**src/design/wsd_pkg.sv**
```systemverilog
// ---------------------------------------------------------------------------
// wsd_pkg
// Shared codes and result type for the frame deframer.
// ---------------------------------------------------------------------------
package wsd_pkg;

  localparam logic [3:0] OP_TEXT   = 4'h1;
  localparam logic [3:0] OP_BINARY = 4'h2;
  localparam logic [3:0] OP_CLOSE  = 4'h8;
  localparam logic [3:0] OP_PING   = 4'h9;

  localparam logic [1:0] EV_DATA  = 2'd0;
  localparam logic [1:0] EV_CLOSE = 2'd1;
  localparam logic [1:0] EV_PONG  = 2'd2;

  localparam logic [6:0] LEN_EXT16 = 7'd126;
  localparam logic [6:0] LEN_EXT64 = 7'd127;

  typedef struct packed {
    logic [1:0] event_kind;
    logic [7:0] data_byte;
    logic       text_frame;
    logic       frame_last;
  } result_t;

endpackage

```
**src/design/wsd_in_stage.sv**
```systemverilog
// ---------------------------------------------------------------------------
// wsd_in_stage
// Input register holding one received byte until the parser takes it.
// ---------------------------------------------------------------------------
module wsd_in_stage
  import wsd_pkg::*;
(
  input  logic       clk,
  input  logic       rst,
  input  logic       s_tvalid,
  output logic       s_tready,
  input  logic [7:0] s_tdata,
  input  logic       take,
  output logic       held_valid,
  output logic [7:0] held_byte
);

  // refill in the same cycle the parser takes the held word
  assign s_tready = !held_valid || take;

  always_ff @(posedge clk) begin
    if (rst) begin
      held_valid <= 1'b0;
    end else if (s_tready) begin
      held_valid <= s_tvalid;
    end
    if (s_tready && s_tvalid) begin
      held_byte <= s_tdata;
    end
  end

endmodule

```
**src/design/wsd_parser.sv**
```systemverilog
// ---------------------------------------------------------------------------
// wsd_parser
// Frame header state machine and payload unmasking, one byte per step.
// ---------------------------------------------------------------------------
module wsd_parser
  import wsd_pkg::*;
(
  input  logic       clk,
  input  logic       rst,
  input  logic       step,
  input  logic [7:0] rx_byte,
  output logic       res_valid,
  output result_t    res
);

  typedef enum logic [2:0] {
    PH_HDR0,
    PH_HDR1,
    PH_EXTLEN,
    PH_MASK,
    PH_PAYLOAD,
    PH_CLOSED
  } phase_t;

  phase_t      phase, phase_next;
  logic [3:0]  opcode, opcode_next;
  logic        mask_on, mask_on_next;
  logic [63:0] remaining, remaining_next;
  logic [3:0]  hdr_count, hdr_count_next;
  logic [31:0] mask_key, mask_key_next;
  logic [1:0]  mask_pos, mask_pos_next;

  logic [63:0] rem_dec;
  logic [3:0]  cnt_dec;
  logic [7:0]  key_byte;
  logic [6:0]  len7;
  logic        is_data;

  assign rem_dec = remaining - 64'd1;
  assign cnt_dec = hdr_count - 4'd1;
  assign len7    = rx_byte[6:0];
  assign is_data = (opcode == OP_TEXT) || (opcode == OP_BINARY);

  always_comb begin
    unique case (mask_pos)
      2'd0: key_byte = mask_key[31:24];
      2'd1: key_byte = mask_key[23:16];
      2'd2: key_byte = mask_key[15:8];
      2'd3: key_byte = mask_key[7:0];
      default: key_byte = mask_key[31:24];
    endcase
  end

  always_comb begin
    logic end_frame;
    end_frame      = 1'b0;
    phase_next     = phase;
    opcode_next    = opcode;
    mask_on_next   = mask_on;
    remaining_next = remaining;
    hdr_count_next = hdr_count;
    mask_key_next  = mask_key;
    mask_pos_next  = mask_pos;
    res_valid      = 1'b0;
    res            = '0;

    unique case (phase)
      PH_HDR0: begin
        opcode_next = rx_byte[3:0];
        phase_next  = PH_HDR1;
      end
      PH_HDR1: begin
        mask_on_next   = rx_byte[7];
        mask_key_next  = '0;
        mask_pos_next  = '0;
        remaining_next = '0;
        if (len7 == LEN_EXT16) begin
          phase_next     = PH_EXTLEN;
          hdr_count_next = 4'd2;
        end else if (len7 == LEN_EXT64) begin
          phase_next     = PH_EXTLEN;
          hdr_count_next = 4'd8;
        end else begin
          remaining_next = {57'd0, len7};
          if (rx_byte[7]) begin
            phase_next     = PH_MASK;
            hdr_count_next = 4'd4;
          end else if (len7 == 7'd0) begin
            end_frame = 1'b1;
          end else begin
            phase_next = PH_PAYLOAD;
          end
        end
      end
      PH_EXTLEN: begin
        remaining_next = {remaining[55:0], rx_byte};
        hdr_count_next = cnt_dec;
        if (cnt_dec == 4'd0) begin
          mask_pos_next = '0;
          if (mask_on) begin
            phase_next     = PH_MASK;
            hdr_count_next = 4'd4;
          end else if (remaining_next == 64'd0) begin
            end_frame = 1'b1;
          end else begin
            phase_next = PH_PAYLOAD;
          end
        end
      end
      PH_MASK: begin
        mask_key_next  = {mask_key[23:0], rx_byte};
        hdr_count_next = cnt_dec;
        if (cnt_dec == 4'd0) begin
          mask_pos_next = '0;
          if (remaining == 64'd0) begin
            end_frame = 1'b1;
          end else begin
            phase_next = PH_PAYLOAD;
          end
        end
      end
      PH_PAYLOAD: begin
        mask_pos_next  = mask_pos + 2'd1;
        remaining_next = rem_dec;
        if (is_data) begin
          res_valid      = 1'b1;
          res.event_kind = EV_DATA;
          res.data_byte  = rx_byte ^ key_byte;
          res.text_frame = (opcode == OP_TEXT);
          res.frame_last = (rem_dec == 64'd0);
          if (rem_dec == 64'd0) begin
            phase_next = PH_HDR0;
          end
        end else if (rem_dec == 64'd0) begin
          end_frame = 1'b1;
        end
      end
      default: begin
        // closed: every byte is dropped until reset
      end
    endcase

    if (end_frame) begin
      phase_next = PH_HDR0;
      if (opcode == OP_CLOSE) begin
        phase_next     = PH_CLOSED;
        res_valid      = 1'b1;
        res.event_kind = EV_CLOSE;
      end else if (opcode == OP_PING) begin
        res_valid      = 1'b1;
        res.event_kind = EV_PONG;
      end
    end
  end

  always_ff @(posedge clk) begin
    if (rst) begin
      phase     <= PH_HDR0;
      opcode    <= '0;
      mask_on   <= 1'b0;
      remaining <= '0;
      hdr_count <= '0;
      mask_key  <= '0;
      mask_pos  <= '0;
    end else if (step) begin
      phase     <= phase_next;
      opcode    <= opcode_next;
      mask_on   <= mask_on_next;
      remaining <= remaining_next;
      hdr_count <= hdr_count_next;
      mask_key  <= mask_key_next;
      mask_pos  <= mask_pos_next;
    end
  end

endmodule

```
**src/design/wsd_out_stage.sv**
```systemverilog
// ---------------------------------------------------------------------------
// wsd_out_stage
// Result register driving the master-side stream.
// ---------------------------------------------------------------------------
module wsd_out_stage
  import wsd_pkg::*;
(
  input  logic       clk,
  input  logic       rst,
  input  logic       load,
  input  result_t    res,
  output logic       room,
  output logic       m_tvalid,
  input  logic       m_tready,
  output logic [7:0] m_tdata,
  output logic [2:0] m_tuser,
  output logic       m_tlast
);

  result_t held;

  assign room     = !m_tvalid || m_tready;
  assign m_tdata  = held.data_byte;
  assign m_tuser  = {held.text_frame, held.event_kind};
  assign m_tlast  = held.frame_last;

  always_ff @(posedge clk) begin
    if (rst) begin
      m_tvalid <= 1'b0;
    end else if (room) begin
      m_tvalid <= load;
    end
    if (room && load) begin
      held <= res;
    end
  end

endmodule

```
**src/design/websocket_frame_deframer.sv**
```systemverilog
// ---------------------------------------------------------------------------
// websocket_frame_deframer
// Receive-side frame parser: header decode, payload unmasking, control events.
// ---------------------------------------------------------------------------
// Usage:
//   The slave-side stream carries the received connection bytes, one byte
//   per word, starting at the first header byte after the handshake.
//   The master-side stream carries one word per payload byte of text and
//   binary frames (unmasked, tlast on the final byte of a frame), plus a
//   close event at the end of a close frame and a pong request at the end
//   of a ping frame. Header bytes and the payload of other frames give no
//   word.
//   A result word reaches the master side through the input register and
//   the result register: the parser works on the accepted byte while it
//   sits in the input register, and the result register loads when the
//   parser steps. One byte is taken every cycle while the master side
//   takes words; the rate is set by the parser step with its 64-bit
//   length count. When the receiver stalls, the result register holds its
//   word and the input register fills, after which s_tready drops.
//   Reset clears the parser to expect a new frame header and empties both
//   registers. After a close event every byte is taken and dropped until
//   the next reset.
// ---------------------------------------------------------------------------
module websocket_frame_deframer
  import wsd_pkg::*;
(
  input  logic       clk,
  input  logic       rst,
  input  logic       s_tvalid,
  output logic       s_tready,
  input  logic [7:0] s_tdata,   // [7:0] rx_byte
  output logic       m_tvalid,
  input  logic       m_tready,
  output logic [7:0] m_tdata,   // [7:0] data_byte
  output logic [2:0] m_tuser,   // [1:0] event_kind, [2] text_frame
  output logic       m_tlast    // frame_last
);

  logic       held_valid;
  logic [7:0] held_byte;
  logic       room;
  logic       step;
  logic       res_valid;
  result_t    res;

  assign step = held_valid && room;

  wsd_in_stage u_in (
    .clk       (clk),
    .rst       (rst),
    .s_tvalid  (s_tvalid),
    .s_tready  (s_tready),
    .s_tdata   (s_tdata),
    .take      (step),
    .held_valid(held_valid),
    .held_byte (held_byte)
  );

  wsd_parser u_parser (
    .clk      (clk),
    .rst      (rst),
    .step     (step),
    .rx_byte  (held_byte),
    .res_valid(res_valid),
    .res      (res)
  );

  wsd_out_stage u_out (
    .clk     (clk),
    .rst     (rst),
    .load    (step && res_valid),
    .res     (res),
    .room    (room),
    .m_tvalid(m_tvalid),
    .m_tready(m_tready),
    .m_tdata (m_tdata),
    .m_tuser (m_tuser),
    .m_tlast (m_tlast)
  );

endmodule

```
**config.mk**
```make
export PLATFORM = sky130hd
export DESIGN_NAME = websocket_frame_deframer
export DESIGN_NICKNAME = d
export VERILOG_FILES = /design/src/design/wsd_pkg.sv /design/src/design/wsd_in_stage.sv /design/src/design/wsd_parser.sv /design/src/design/wsd_out_stage.sv /design/src/design/websocket_frame_deframer.sv
export SDC_FILE = /design/constraint.sdc
export NUM_CORES = 1
export LEC_CHECK = 0
export BUFFER_PORTS_ARGS = -buffer_cell sky130_fd_sc_hd__buf_2
export CAP_MARGIN = 15
export CELL_PAD_IN_SITES_DETAIL_PLACEMENT = 1
export CELL_PAD_IN_SITES_GLOBAL_PLACEMENT = 1
export CORE_MARGIN = 4
export CORE_UTILIZATION = 50
export DETAILED_ROUTE_END_ITERATION = 10
export PLACE_DENSITY = 0.92
export SLEW_MARGIN = 10
export SYNTH_ARGS = -nofsm -noshare
export SYNTH_HDL_FRONTEND = slang
export SYNTH_HIERARCHICAL = 1
export SYNTH_SLANG_ARGS = --single-unit
```
**constraint.sdc**
```tcl
create_clock -name clk -period 11.15 [get_ports clk]
set_input_delay 1.115 -clock clk [delete_from_list [all_inputs] [get_ports clk]]
set_output_delay 1.115 -clock clk [all_outputs]
set_load 0.05 [all_outputs]
```
==> results.md, run 1 <==
- Flops & latches, synth: 132
- Commonest non-fill, non-tap cells in the layout: 156 x nor2_1, 131 x nand2_1, 112 x dfxtp_1, 96 x a21oi_1, 72 x o21ai_0
- Lkg Pwr: 0.00318 µW
- Slowest CP cell: or4_1
- TritonRoute pass-1 iters: 6
- Syn Std Cell Area: 8350 µm²
- Global-route wire length before repair: 50,700 µm
- Crit Path Max Fanout: 18
- DIE HEIGHT: 137 µm
- CP delay by family, top: simple AND/OR/NAND/NOR gates
- Final core utilization: 0.558
- Avg WL per Cell: 24.4 µm
- Die W: 137 µm
- Fin crit share: 0.473
- Pins over their slew limit: 0
- Highest clock rate: 190 MHz
- H-Tree Level Count: 4
- Internal: 962 µW
- Clock share of power: 0.360
- Via count: 9,143
- R2R Setup Slk: 5.88 ns
- Max-capacitance violation count: 0
- Worst Path Buf+Inv: 0
- CP Class: flop to flop
- Number of vias per cell: 6.94
- RSZ-0062 raised after global routing: no
- Root buffer cell: clkbuf_16
- Final setup viols: 0
- PostCTS Resize Cnt: 0
- Post-synth EDFFs: 20
- CTS Sinks: 132
- Ant diodes: 0
- Finished Cell Area: 8990 µm²
- Final GP Congestion: 0.973
- Final min period: 5.27 ns
- Synthesis-to-finish area growth: 7.67%
- Clk buf depth: 2
- Synth Instances: 1,138
- DIE AREA: 18,800 µm²
- Port Buf Inserts: 25
- Logic pwr share: 0.302
- Routed wire length: 32,200 µm
- DRT antenna net count: 0
- Layout net count: 1,108
- Initial core utilization: 0.518
- GRT overflow: 0
- Largest net degree at the start of global routing: 80
- WP data arrival: 5.41 ns
- Status: complete, no violations
- Remaining routing DRC violations: 0
- Worst-Skew Late Latency: 0.43 ns
- TritonCTS Buffers: 17
- FP Rows: 46
- Initial antenna violation count: 1
- Worst slew margin: 0.187
- Register area share after synthesis: 0.340
- TritonCTS clock tree: yes
- Synthesized net count: 1,158
- Switch share: 0.379
- Peak supply drop: 0.116 mV
- Critical path endpoint category: flop
- Share of layout cells above drive strength 1: 0.0899
- Reg clk slew, reported paths: 0.06 ns
- Nature of the critical path startpoint: flop
- Tightest Pin Transition: 1.22 ns
- Hold Crit Class: flop to flop
- Commonest non-fill, non-tap cell in the layout: nor2_1
- Vias in the first global route: 9,247
- Synthesis warning total: 6
- Total track usage: 0.345
- Initial DRC count: 834
- I/O pin total: 26
- Most used DFF post-synth: dfxtp_1
- Net Sw Power: 587 µW
- Synth cell types: 75
- Setup bufs post-CTS: 0
- Async set-reset flop share out of synthesis: 0
- Setup TNS: 0 ns
- CP max stage delay: 0.75 ns
- Core Area: 16,100 µm²
- Cells along the critical path: or4_1, nor4_1, nand4_1, or4_1, a211oi_1, nand4_1, nor4_1, o211ai_1, nand2_1, and3_1, and2_4
- DPL Wire Length: 20,200 µm
- Hold_buf cts: 0
- Cell Area, Placed: 8420 µm²
- Sequential share of power: 0.338
- Syn avg cell area: 7.34 µm²
- PwrDens: 172 nW/µm²
- Clock skew: 0.0126 ns
- Final hold violations: 0
- Worst path required time: 11.28 ns
## cell families (layout without fill, tap and decap cells)
logic type | count (synthesis) | count (layout) | synth area share
flops | 132 | 132 | 0.340
fa+ha+maj | 8 | 8 | 0.0120
buf+inv | 120 | 83 | 0.0580
mux | 6 | 6 | 0.00734
xor+xnor | 38 | 38 | 0.0399
compound gates | 277 | 277 | 0.207
simple gates | 557 | 557 | 0.335
## cells in the mapped netlist, types with 10 or more instances
master | n | area, µm²
a211oi_1 | 11 | 82.6
a21oi_1 | 96 | 480
a221oi_1 | 11 | 96.3
a22oi_1 | 28 | 210
and3_1 | 12 | 75.1
clkbuf_1 | 83 | 312
dfxtp_1 | 112 | 2240
edfxtp_1 | 20 | 601
inv_1 | 18 | 67.6
nand2_1 | 132 | 495
nand3_1 | 51 | 255
nand4_1 | 16 | 100
nor2_1 | 158 | 593
nor3_1 | 57 | 285
nor4_1 | 32 | 200
o21ai_0 | 72 | 360
o31ai_1 | 10 | 75.1
or3_1 | 20 | 125
or4_1 | 16 | 120
xnor2_1 | 25 | 219
xor2_1 | 13 | 114
## metal layers
layer,track usage,vias up,wire (µm)
li1,-,4024,-
met1,0.413,4439,12600
met2,0.564,521,15000
met3,0.0749,157,2450
met4,0.216,2,2040
met5,0,-,18
## cell type report
cell class                 count  area [µm²]
fill                        2016        7120
tap                          216         270
inverter                      18        67.6
clock buffer                  18         429
clock inverter                14         141
multi-input combinational    886        5050
timing repair buffer          33         188
sequential                   132        2840
## worst min-delay path, delay by kind of cell (launching register included)
| family | cells | cell delay [ns] |
|---|---|---|
| and+or+nand+nor | 1 | 0.05 |
| DFF | 1 | 0.31 |
| AOI/OAI and AO/OA | 1 | 0.05 |
## path summary, 6_finish.rpt
| check | from | to | cells past startpoint |
|---|---|---|---|
| max | u_parser/remaining[0] | u_out/m_tlast | 11 |
| min | u_parser/mask_key[30] | u_parser/mask_key[30] | 2 |
| max reg2reg | u_parser/remaining[0] | u_out/m_tlast | 11 |
| min reg2reg | u_parser/mask_key[30] | u_parser/mask_key[30] | 2 |
## power groups by stage
stage,Combinational [µW],Sequential (µW),Clock (µW)
after floorplan,342,514,0
after global placement,438,531,0
after detailed placement,444,532,0
after CTS,454,522,561
after global routing,503,525,585
final,468,524,557
## stage by stage
stage	worst slack, ns	power, µW	hold slack, ns	cells
floorplan	7.08	856	0.432	1138
global placement	6.42	968	0.440	1285
detailed placement	6.27	976	0.447	1285
CTS	6.07	1540	0.463	1317
global route	5.68	1610	0.496	1317
finish	5.88	1550	0.460	1317
## flip-flops by register name (all words and copies together), names as in the netlist
| signal | flops |
|---|---|
| u_parser/remaining | 64 |
| u_parser/mask_key | 32 |
| u_in/held_byte | 8 |
| u_out/m_tdata | 8 |
| u_parser/hdr_count | 4 |
| u_parser/opcode | 4 |
| u_out/m_tuser | 3 |
| u_parser/phase | 3 |
| u_parser/mask_pos | 2 |
| u_in/held_valid | 1 |
| u_out/m_tlast | 1 |
| u_out/m_tvalid | 1 |
| u_parser/mask_on | 1 |
Note: power is estimated with default switching activity, not from simulation.
==> run 2, diff against run 1 <==
Settings changed: ABC_AREA set to 1, CORE_UTILIZATION 50 to 41, PLACE_DENSITY 0.92 to 0.84.
Clock period 11.15 ns to 4.8 ns, I/O delays scaled along.
==> results.md, run 2 <==
- Share of layout cells above drive strength 1: 0.0832 (was 0.0899)
- Root buffer cell: clkbuf_16 (unchanged)
- RSZ-0062 raised after global routing: no (unchanged)
- M2 GR Usage: 0.450 (was 0.564)
- Setup bufs post-CTS: 0 (unchanged)
- I/O pin total: 26 (unchanged)
- Synth area leaders: dfxtp_1 27%, nand2_1 19%, nor2_1 8.6% (was dfxtp_1 27%, edfxtp_1 7.2%, nor2_1 7.1%)
- TritonCTS clock tree: yes (unchanged)
- Max-capacitance violation count: 0 (unchanged)
- Flops & latches, synth: 132 (unchanged)
- Area leader, netlist: dfxtp_1 (unchanged)
- Clock skew: 0.0138 ns (was 0.0126 ns)
- Via count: 9,095 (was 9,143)
- Worst slew margin: 0.209 (was 0.187)
- Async set-reset flop share out of synthesis: 0 (unchanged)
- TritonCTS Buffers: 17 (unchanged)
- Commonest non-fill, non-tap cell in the layout: nand2_1 (was nor2_1)
- Critical path endpoint category: flop (unchanged)
- Highest clock rate: 267 MHz (was 190 MHz)
- Ant diodes: 0 (unchanged)
- Final non-filler cell total: 1,575 (was 1,317)
- Final hold violations: 0 (unchanged)
- Number of vias per cell: 5.77 (was 6.94)
- Met1 GRT Util: 0.351 (was 0.413)
- Worst path required time: 5.12 ns (was 11.28 ns)
- Initial DRC count: 868 (was 834)
- Post-synth EDFFs: 20 (unchanged)
- Initial core utilization: 0.421 (was 0.518)
- Largest net degree at the start of global routing: 106 (was 80)
- Grt peak-use layer: met2 (unchanged)
- Max reg flops: 64 (unchanged)
- FP Rows: 51 (was 46)
- Worst reg-to-reg path cell count: 10 (was 11)
- CP Class: flop to flop (unchanged)
- Worst-Skew Late Latency: 0.43 ns (about the same)
- Remaining routing DRC violations: 0 (unchanged)
- Count leader, synth: nand2_1 (was nor2_1)
- WP data arrival: 4.07 ns (was 5.41 ns)
- CTS Sinks: 132 (unchanged)
- Routed wire length: 30,400 µm (was 32,200 µm)
- DPL Wire Length: 21,400 µm (was 20,200 µm)
- Setup TNS: 0 ns (unchanged)
- PwrDens: 510 nW/µm² (was 172 nW/µm²)
- Commonest cells in the netlist: 407 x nand2_1, 189 x nor2_1, 124 x a21oi_1 (was 158 x nor2_1, 132 x nand2_1, 112 x dfxtp_1)
- Final min period: 3.74 ns (was 5.27 ns)
- Status: complete, no violations (unchanged)
- Synthesis-to-finish area growth: 11.8% (was 7.67%)
- Vias in the first global route: 9,181 (was 9,247)
- Peak supply drop: 0.263 mV (was 0.116 mV)
- Register area share after synthesis: 0.345 (was 0.340)
- DRT antenna net count: 0 (unchanged)
- Reg clk slew, reported paths: 0.07 ns (was 0.06 ns)
- Synth Instances: 1,292 (was 1,138)
- Port Buf Inserts: 25 (unchanged)
- Nature of the critical path startpoint: flop (unchanged)
- Hold_buf cts: 0 (unchanged)
- Clk buf depth: 2 (unchanged)
- Fin crit share: 0.780 (was 0.473)
- Multi-input combinational cell area: 4770 µm² (was 5050 µm²)
- Die W: 150 µm (was 137 µm)
- Total track usage: 0.275 (was 0.345)
- Most used DFF post-synth: dfxtp_1 (unchanged)
- Hold Crit Class: input pin to flop (was flop to flop)
- Initial antenna violation count: 0 (was 1)
- Cell count after placement: 1,542 (was 1,285)
- DIE HEIGHT: 150 µm (was 137 µm)
- Final setup viols: 0 (unchanged)
- Largest regs: u_parser/remaining (64), u_parser/mask_key (32) (unchanged)
- DIE AREA: 22,400 µm² (was 18,800 µm²)
- Synthesis warning total: 6 (unchanged)
- GRT overflow: 0 (unchanged)
- Commonest non-fill, non-tap cells in the layout: 407 x nand2_1, 187 x nor2_1, 124 x a21oi_1, 122 x inv_1, 112 x dfxtp_1 (was 156 x nor2_1, 131 x nand2_1, 112 x dfxtp_1, 96 x a21oi_1, 72 x o21ai_0)
- FF/Latch Area: 2840 µm² (unchanged)
- Met3 Usage GRT: 0.0536 (was 0.0749)
- Layout fillers: 2,679 (was 2,016)
- Syn Std Cell Area: 8240 µm² (was 8350 µm²)
- Largest reg by FF count: u_parser/remaining (unchanged)
- Core Area: 19,600 µm² (was 16,100 µm²)
- Synthesized net count: 1,312 (was 1,158)
- Pins over their slew limit: 0 (unchanged)
- Global-route wire length before repair: 48,500 µm (was 50,700 µm)
- Final GP Congestion: 0.981 (was 0.973)
- PostCTS Resize Cnt: 0 (unchanged)
- Share of the synthesized area in the top cell type: 0.272 (was 0.268)
- Syn avg cell area: 6.38 µm² (was 7.34 µm²)
- Layout net count: 1,317 (was 1,108)
- Synth cell types: 39 (was 75)
- Hold Path Stages: 1 (was 2)
- Crit Path Max Fanout: 28 (was 18)
- Lkg Pwr: 0.00401 µW (was 0.00318 µW)
- Avg WL per Cell: 19.3 µm (was 24.4 µm)
- Tightest Pin Transition: 1.19 ns (was 1.22 ns)
- H-Tree Level Count: 4 (unchanged)
- TritonRoute pass-1 iters: 5 (was 6)
==> run 2: where the power goes <==
group	switching [µW]	internal, µW	total [µW]
logic	1470	553	2030
clock network	634	707	1340
registers	126	1200	1330
total	2230	2460	4700
==> run 2: cell type report <==
type                    instances  area share
clock buffers                  17      0.0462
clock inverters                15      0.0191
inverters                     126      0.0513
multi-input cells             987       0.518
flip-flops and latches        132       0.309
well taps                     265      0.0360
repair buffers                 33      0.0209
==> run 2: final timing paths <==
| path | startpoint | endpoint | slack (ns) |
|---|---|---|---|
| hold reg to reg | u_parser/mask_key[27] | u_parser/mask_key[27] | 0.48 |
| hold / removal | s_tdata[5] | u_in/held_byte[5] | 0.21 |
| setup / recovery | u_parser/phase[1] | u_parser/remaining[26] | 1.06 |
| setup reg to reg | u_parser/phase[1] | u_parser/remaining[26] | 1.06 |
==> run 2: cell families (layout without fill, tap and decap cells) <==
group | count (synthesis) | in the layout | synth area share
simple gates | 714 | 714 | 0.363
compound gates | 255 | 255 | 0.190
buf+inv | 173 | 191 | 0.0790
flops | 132 | 132 | 0.345
xor+xnor | 10 | 10 | 0.0106
fa+ha+maj | 8 | 8 | 0.0122
==> run 2: metal layers <==
| metal | wire length, µm | part of all wire |
|---|---|---|
| met1 | 13300 | 0.44 |
| met2 | 14400 | 0.47 |
| met3 | 1700 | 0.056 |
| met4 | 1080 | 0.036 |
| met5 | 0 | 0 |
==> run 2: worst max-delay path: stages (launching register included) <==
cell     delay, ns
dfxtp_1       0.38
inv_1         0.05
nor2_1        0.34
inv_1         0.26
nor2_4        0.68
inv_1         0.36
nand2_1       0.20
o21ai_4       0.07
inv_1         0.70
o21ai_0       0.26
o221a_2       0.31
==> run 2: metrics by stage <==
| stage | utilization | setup WS, ns | instance area (µm²) | hold slack (ns) | power [µW] |
|---|---|---|---|---|---|
| floorplan | - | 1.41 | 8240 | 0.445 | 2720 |
| global placement | 0.439 | 1.36 | 8600 | 0.453 | 3260 |
| detailed placement | 0.439 | 1.24 | 8600 | 0.459 | 3310 |
| CTS | 0.470 | 1.12 | 9200 | 0.200 | 4670 |
| global route | 0.470 | 0.749 | 9210 | 0.196 | 5000 |
| finish | 0.470 | 1.06 | 9210 | 0.215 | 4700 |
==> run 3, diff against run 2 <==
Settings changed: CORE_UTILIZATION 41 to 45, PLACE_DENSITY 0.84 to 0.88.
Clock period 4.8 ns to 3.9 ns, I/O delays scaled along.
==> results.md, run 3 (synthesis results as in run 2) <==
- Pins over their slew limit: 0 (unchanged)
- Met1 GRT Util: 0.394 (was 0.351)
- Slowest CP cell: dfxtp_1 (was inv_1)
- Grt peak-use layer: met2 (unchanged)
- Top cell by count, worst path: nand2_1 (was inv_1)
- Initial core utilization: 0.459 (was 0.421)
- Setup bufs post-CTS: 0 (unchanged)
- Layout fillers: 2,428 (was 2,679)
- Cell Area, Placed: 8600 µm² (about the same)
- Multi-input combinational cell area: 4800 µm² (was 4770 µm²)
- Status: complete, no violations (unchanged)
- Largest reg by FF count: u_parser/remaining (unchanged)
- Commonest non-fill, non-tap cells in the layout: 407 x nand2_1, 185 x nor2_1, 124 x a21oi_1, 122 x inv_1, 112 x dfxtp_1 (was 407 x nand2_1, 187 x nor2_1, 124 x a21oi_1, 122 x inv_1, 112 x dfxtp_1)
- Fin crit share: 0.937 (was 0.780)
- Final hold violations: 0 (unchanged)
- TritonRoute pass-1 iters: 5 (unchanged)
- Met3 Usage GRT: 0.0569 (was 0.0536)
- Finished Cell Area: 9200 µm² (was 9210 µm²)
- Reg clk slew, reported paths: 0.07 ns (about the same)
- CTS Sinks: 132 (unchanged)
- Net Sw Power: 2760 µW (was 2230 µW)
- GRT overflow: 0 (unchanged)
- DIE AREA: 20,500 µm² (was 22,400 µm²)
- Max reg flops: 64 (unchanged)
- Worst-Skew Late Latency: 0.44 ns (was 0.43 ns)
- Initial antenna violation count: 1 (was 0)
- Hold Crit Class: input pin to flop (unchanged)
- Port Buf Inserts: 25 (unchanged)
- Tightest Pin Transition: 1.13 ns (was 1.19 ns)
- Routed wire length: 31,400 µm (was 30,400 µm)
- WP data arrival: 3.79 ns (was 4.07 ns)
- TritonCTS clock tree: yes (unchanged)
- Switch share: 0.475 (was 0.476)
- Synthesis-to-finish area growth: 11.7% (was 11.8%)
- DRT antenna net count: 0 (unchanged)
- Worst slew margin: 0.245 (was 0.209)
- TritonCTS Buffers: 17 (unchanged)
- DIE HEIGHT: 143 µm (was 150 µm)
- Layout net count: 1,321 (was 1,317)
- Vias in the first global route: 9,309 (was 9,181)
- Core Area: 18,000 µm² (was 19,600 µm²)
- Largest regs: u_parser/remaining (64), u_parser/mask_key (32) (unchanged)
- Initial DRC count: 857 (was 868)
- Number of vias per cell: 6.00 (was 5.77)
- Clock share of power: 0.274 (was 0.286)
- Highest clock rate: 274 MHz (was 267 MHz)
- Clock skew: 0.0137 ns (was 0.0138 ns)
- Final min period: 3.65 ns (was 3.74 ns)
- Remaining routing DRC violations: 0 (unchanged)
- FP Rows: 49 (was 51)
- M2 GR Usage: 0.507 (was 0.450)
- Sequential share of power: 0.282 (was 0.283)
- H-Tree Level Count: 4 (unchanged)
- Largest net degree at the start of global routing: 106 (unchanged)
- Commonest non-fill, non-tap cell in the layout: nand2_1 (unchanged)
- Ant diodes: 0 (unchanged)
- Final setup viols: 0 (unchanged)
- PwrDens: 630 nW/µm² (was 510 nW/µm²)
- Lkg Pwr: 0.00403 µW (was 0.00401 µW)
- CP max stage delay: 0.34 ns (was 0.70 ns)
- Root buffer cell: clkbuf_16 (unchanged)
- Clk buf depth: 2 (unchanged)
- DPL Wire Length: 21,800 µm (was 21,400 µm)
- PostCTS Resize Cnt: 0 (unchanged)
- Share of layout cells above drive strength 1: 0.0890 (was 0.0832)
- Critical path endpoint category: flop (unchanged)
- I/O pin total: 26 (unchanged)
- Total track usage: 0.306 (was 0.275)
- Avg WL per Cell: 20.4 µm (was 19.3 µm)
- RSZ-0062 raised after global routing: no (unchanged)
- Hold_buf cts: 0 (unchanged)
- Worst path required time: 4.04 ns (was 5.12 ns)
- Global-route wire length before repair: 49,700 µm (was 48,500 µm)
- Nature of the critical path startpoint: flop (unchanged)
- Peak supply drop: 0.405 mV (was 0.263 mV)
- Logic pwr share: 0.444 (was 0.431)
- Crit Path Max Fanout: 12 (was 28)
- FF/Latch Area: 2840 µm² (unchanged)
- Internal: 3050 µW (was 2460 µW)
- Die W: 143 µm (was 150 µm)
- Via count: 9,260 (was 9,095)
- Final GP Congestion: 0.952 (was 0.981)
- Max-capacitance violation count: 0 (unchanged)
- Cells along the critical path: inv_1, ha_4, nand2_2, nor2_8, nand2_4, nor2_8, nand2_1, nand2_1, nand2_1, nor2_1, nand2_1, nor2_1, nand2_1, nor2_2, nand3_1, nand2_2, nand3_1, o211ai_1, inv_1, nor2_2, inv_1, a21oi_1, buf_6 (was inv_1, nor2_1, inv_1, nor2_4, inv_1, nand2_1, o21ai_4, inv_1, o21ai_0, o221a_2)
- CP Class: flop to flop (unchanged)
- Setup TNS: 0 ns (unchanged)
-- run 3: final timing paths --
check | start | to | slack [ns] | cells past startpoint
setup / recovery | u_parser/remaining[0] | u_out/m_tdata[7] | 0.25 | 23
hold / removal | s_tdata[3] | u_in/held_byte[3] | 0.12 | 1
setup reg to reg | u_parser/remaining[0] | u_out/m_tdata[7] | 0.25 | 23
hold reg to reg | u_parser/mask_key[27] | u_parser/mask_key[27] | 0.47 | 2
-- run 3: critical path, delay by kind of cell, from the launching register on --
family                     cells  cell delay (ns)
AOI/OAI and AO/OA              2             0.32
adders and majority gates      1             0.21
buffers and inverters          4             0.54
DFF                            1             0.34
and+or+nand+nor               16             1.93
-- run 3: area by class of cell --
type	count	area share
Multi-Input combinational cell	987	0.521
Clock inverter	14	0.0143
Clock buffer	18	0.0477
Inverter	126	0.0514
Tap cell	229	0.0311
Sequential cell	132	0.309
Timing Repair Buffer	37	0.0252
-- run 3: through the flow --
step                      utilization  power [µW]  setup slack (ns)  cells  hold slack, ns
after global routing            0.512        6150           0.00755   1543           0.113
after floorplan                     -        3350             0.511   1292           0.445
after global placement          0.479        4010             0.444   1511           0.454
after CTS                       0.511        5730             0.146   1543           0.116
final                           0.512        5800             0.245   1543           0.124
after detailed placement        0.479        4100             0.191   1511           0.461
-- run 3: power groups by stage --
stage | combinational [µW] | sequential [µW] | clock [µW]
after floorplan | 1760 | 1600 | 0
after global placement | 2360 | 1650 | 0
after CTS | 2490 | 1630 | 1610
after detailed placement | 2450 | 1660 | 0
final | 2580 | 1640 | 1590
after global routing | 2840 | 1650 | 1670
-- run 3: metal layers --
metal | part of all wire | vias to the layer above
met1 | 0.43 | 4514
met2 | 0.47 | 366
met3 | 0.061 | 92
met4 | 0.038 | 2
li1 | - | 4286
met5 | 0.00041 | -
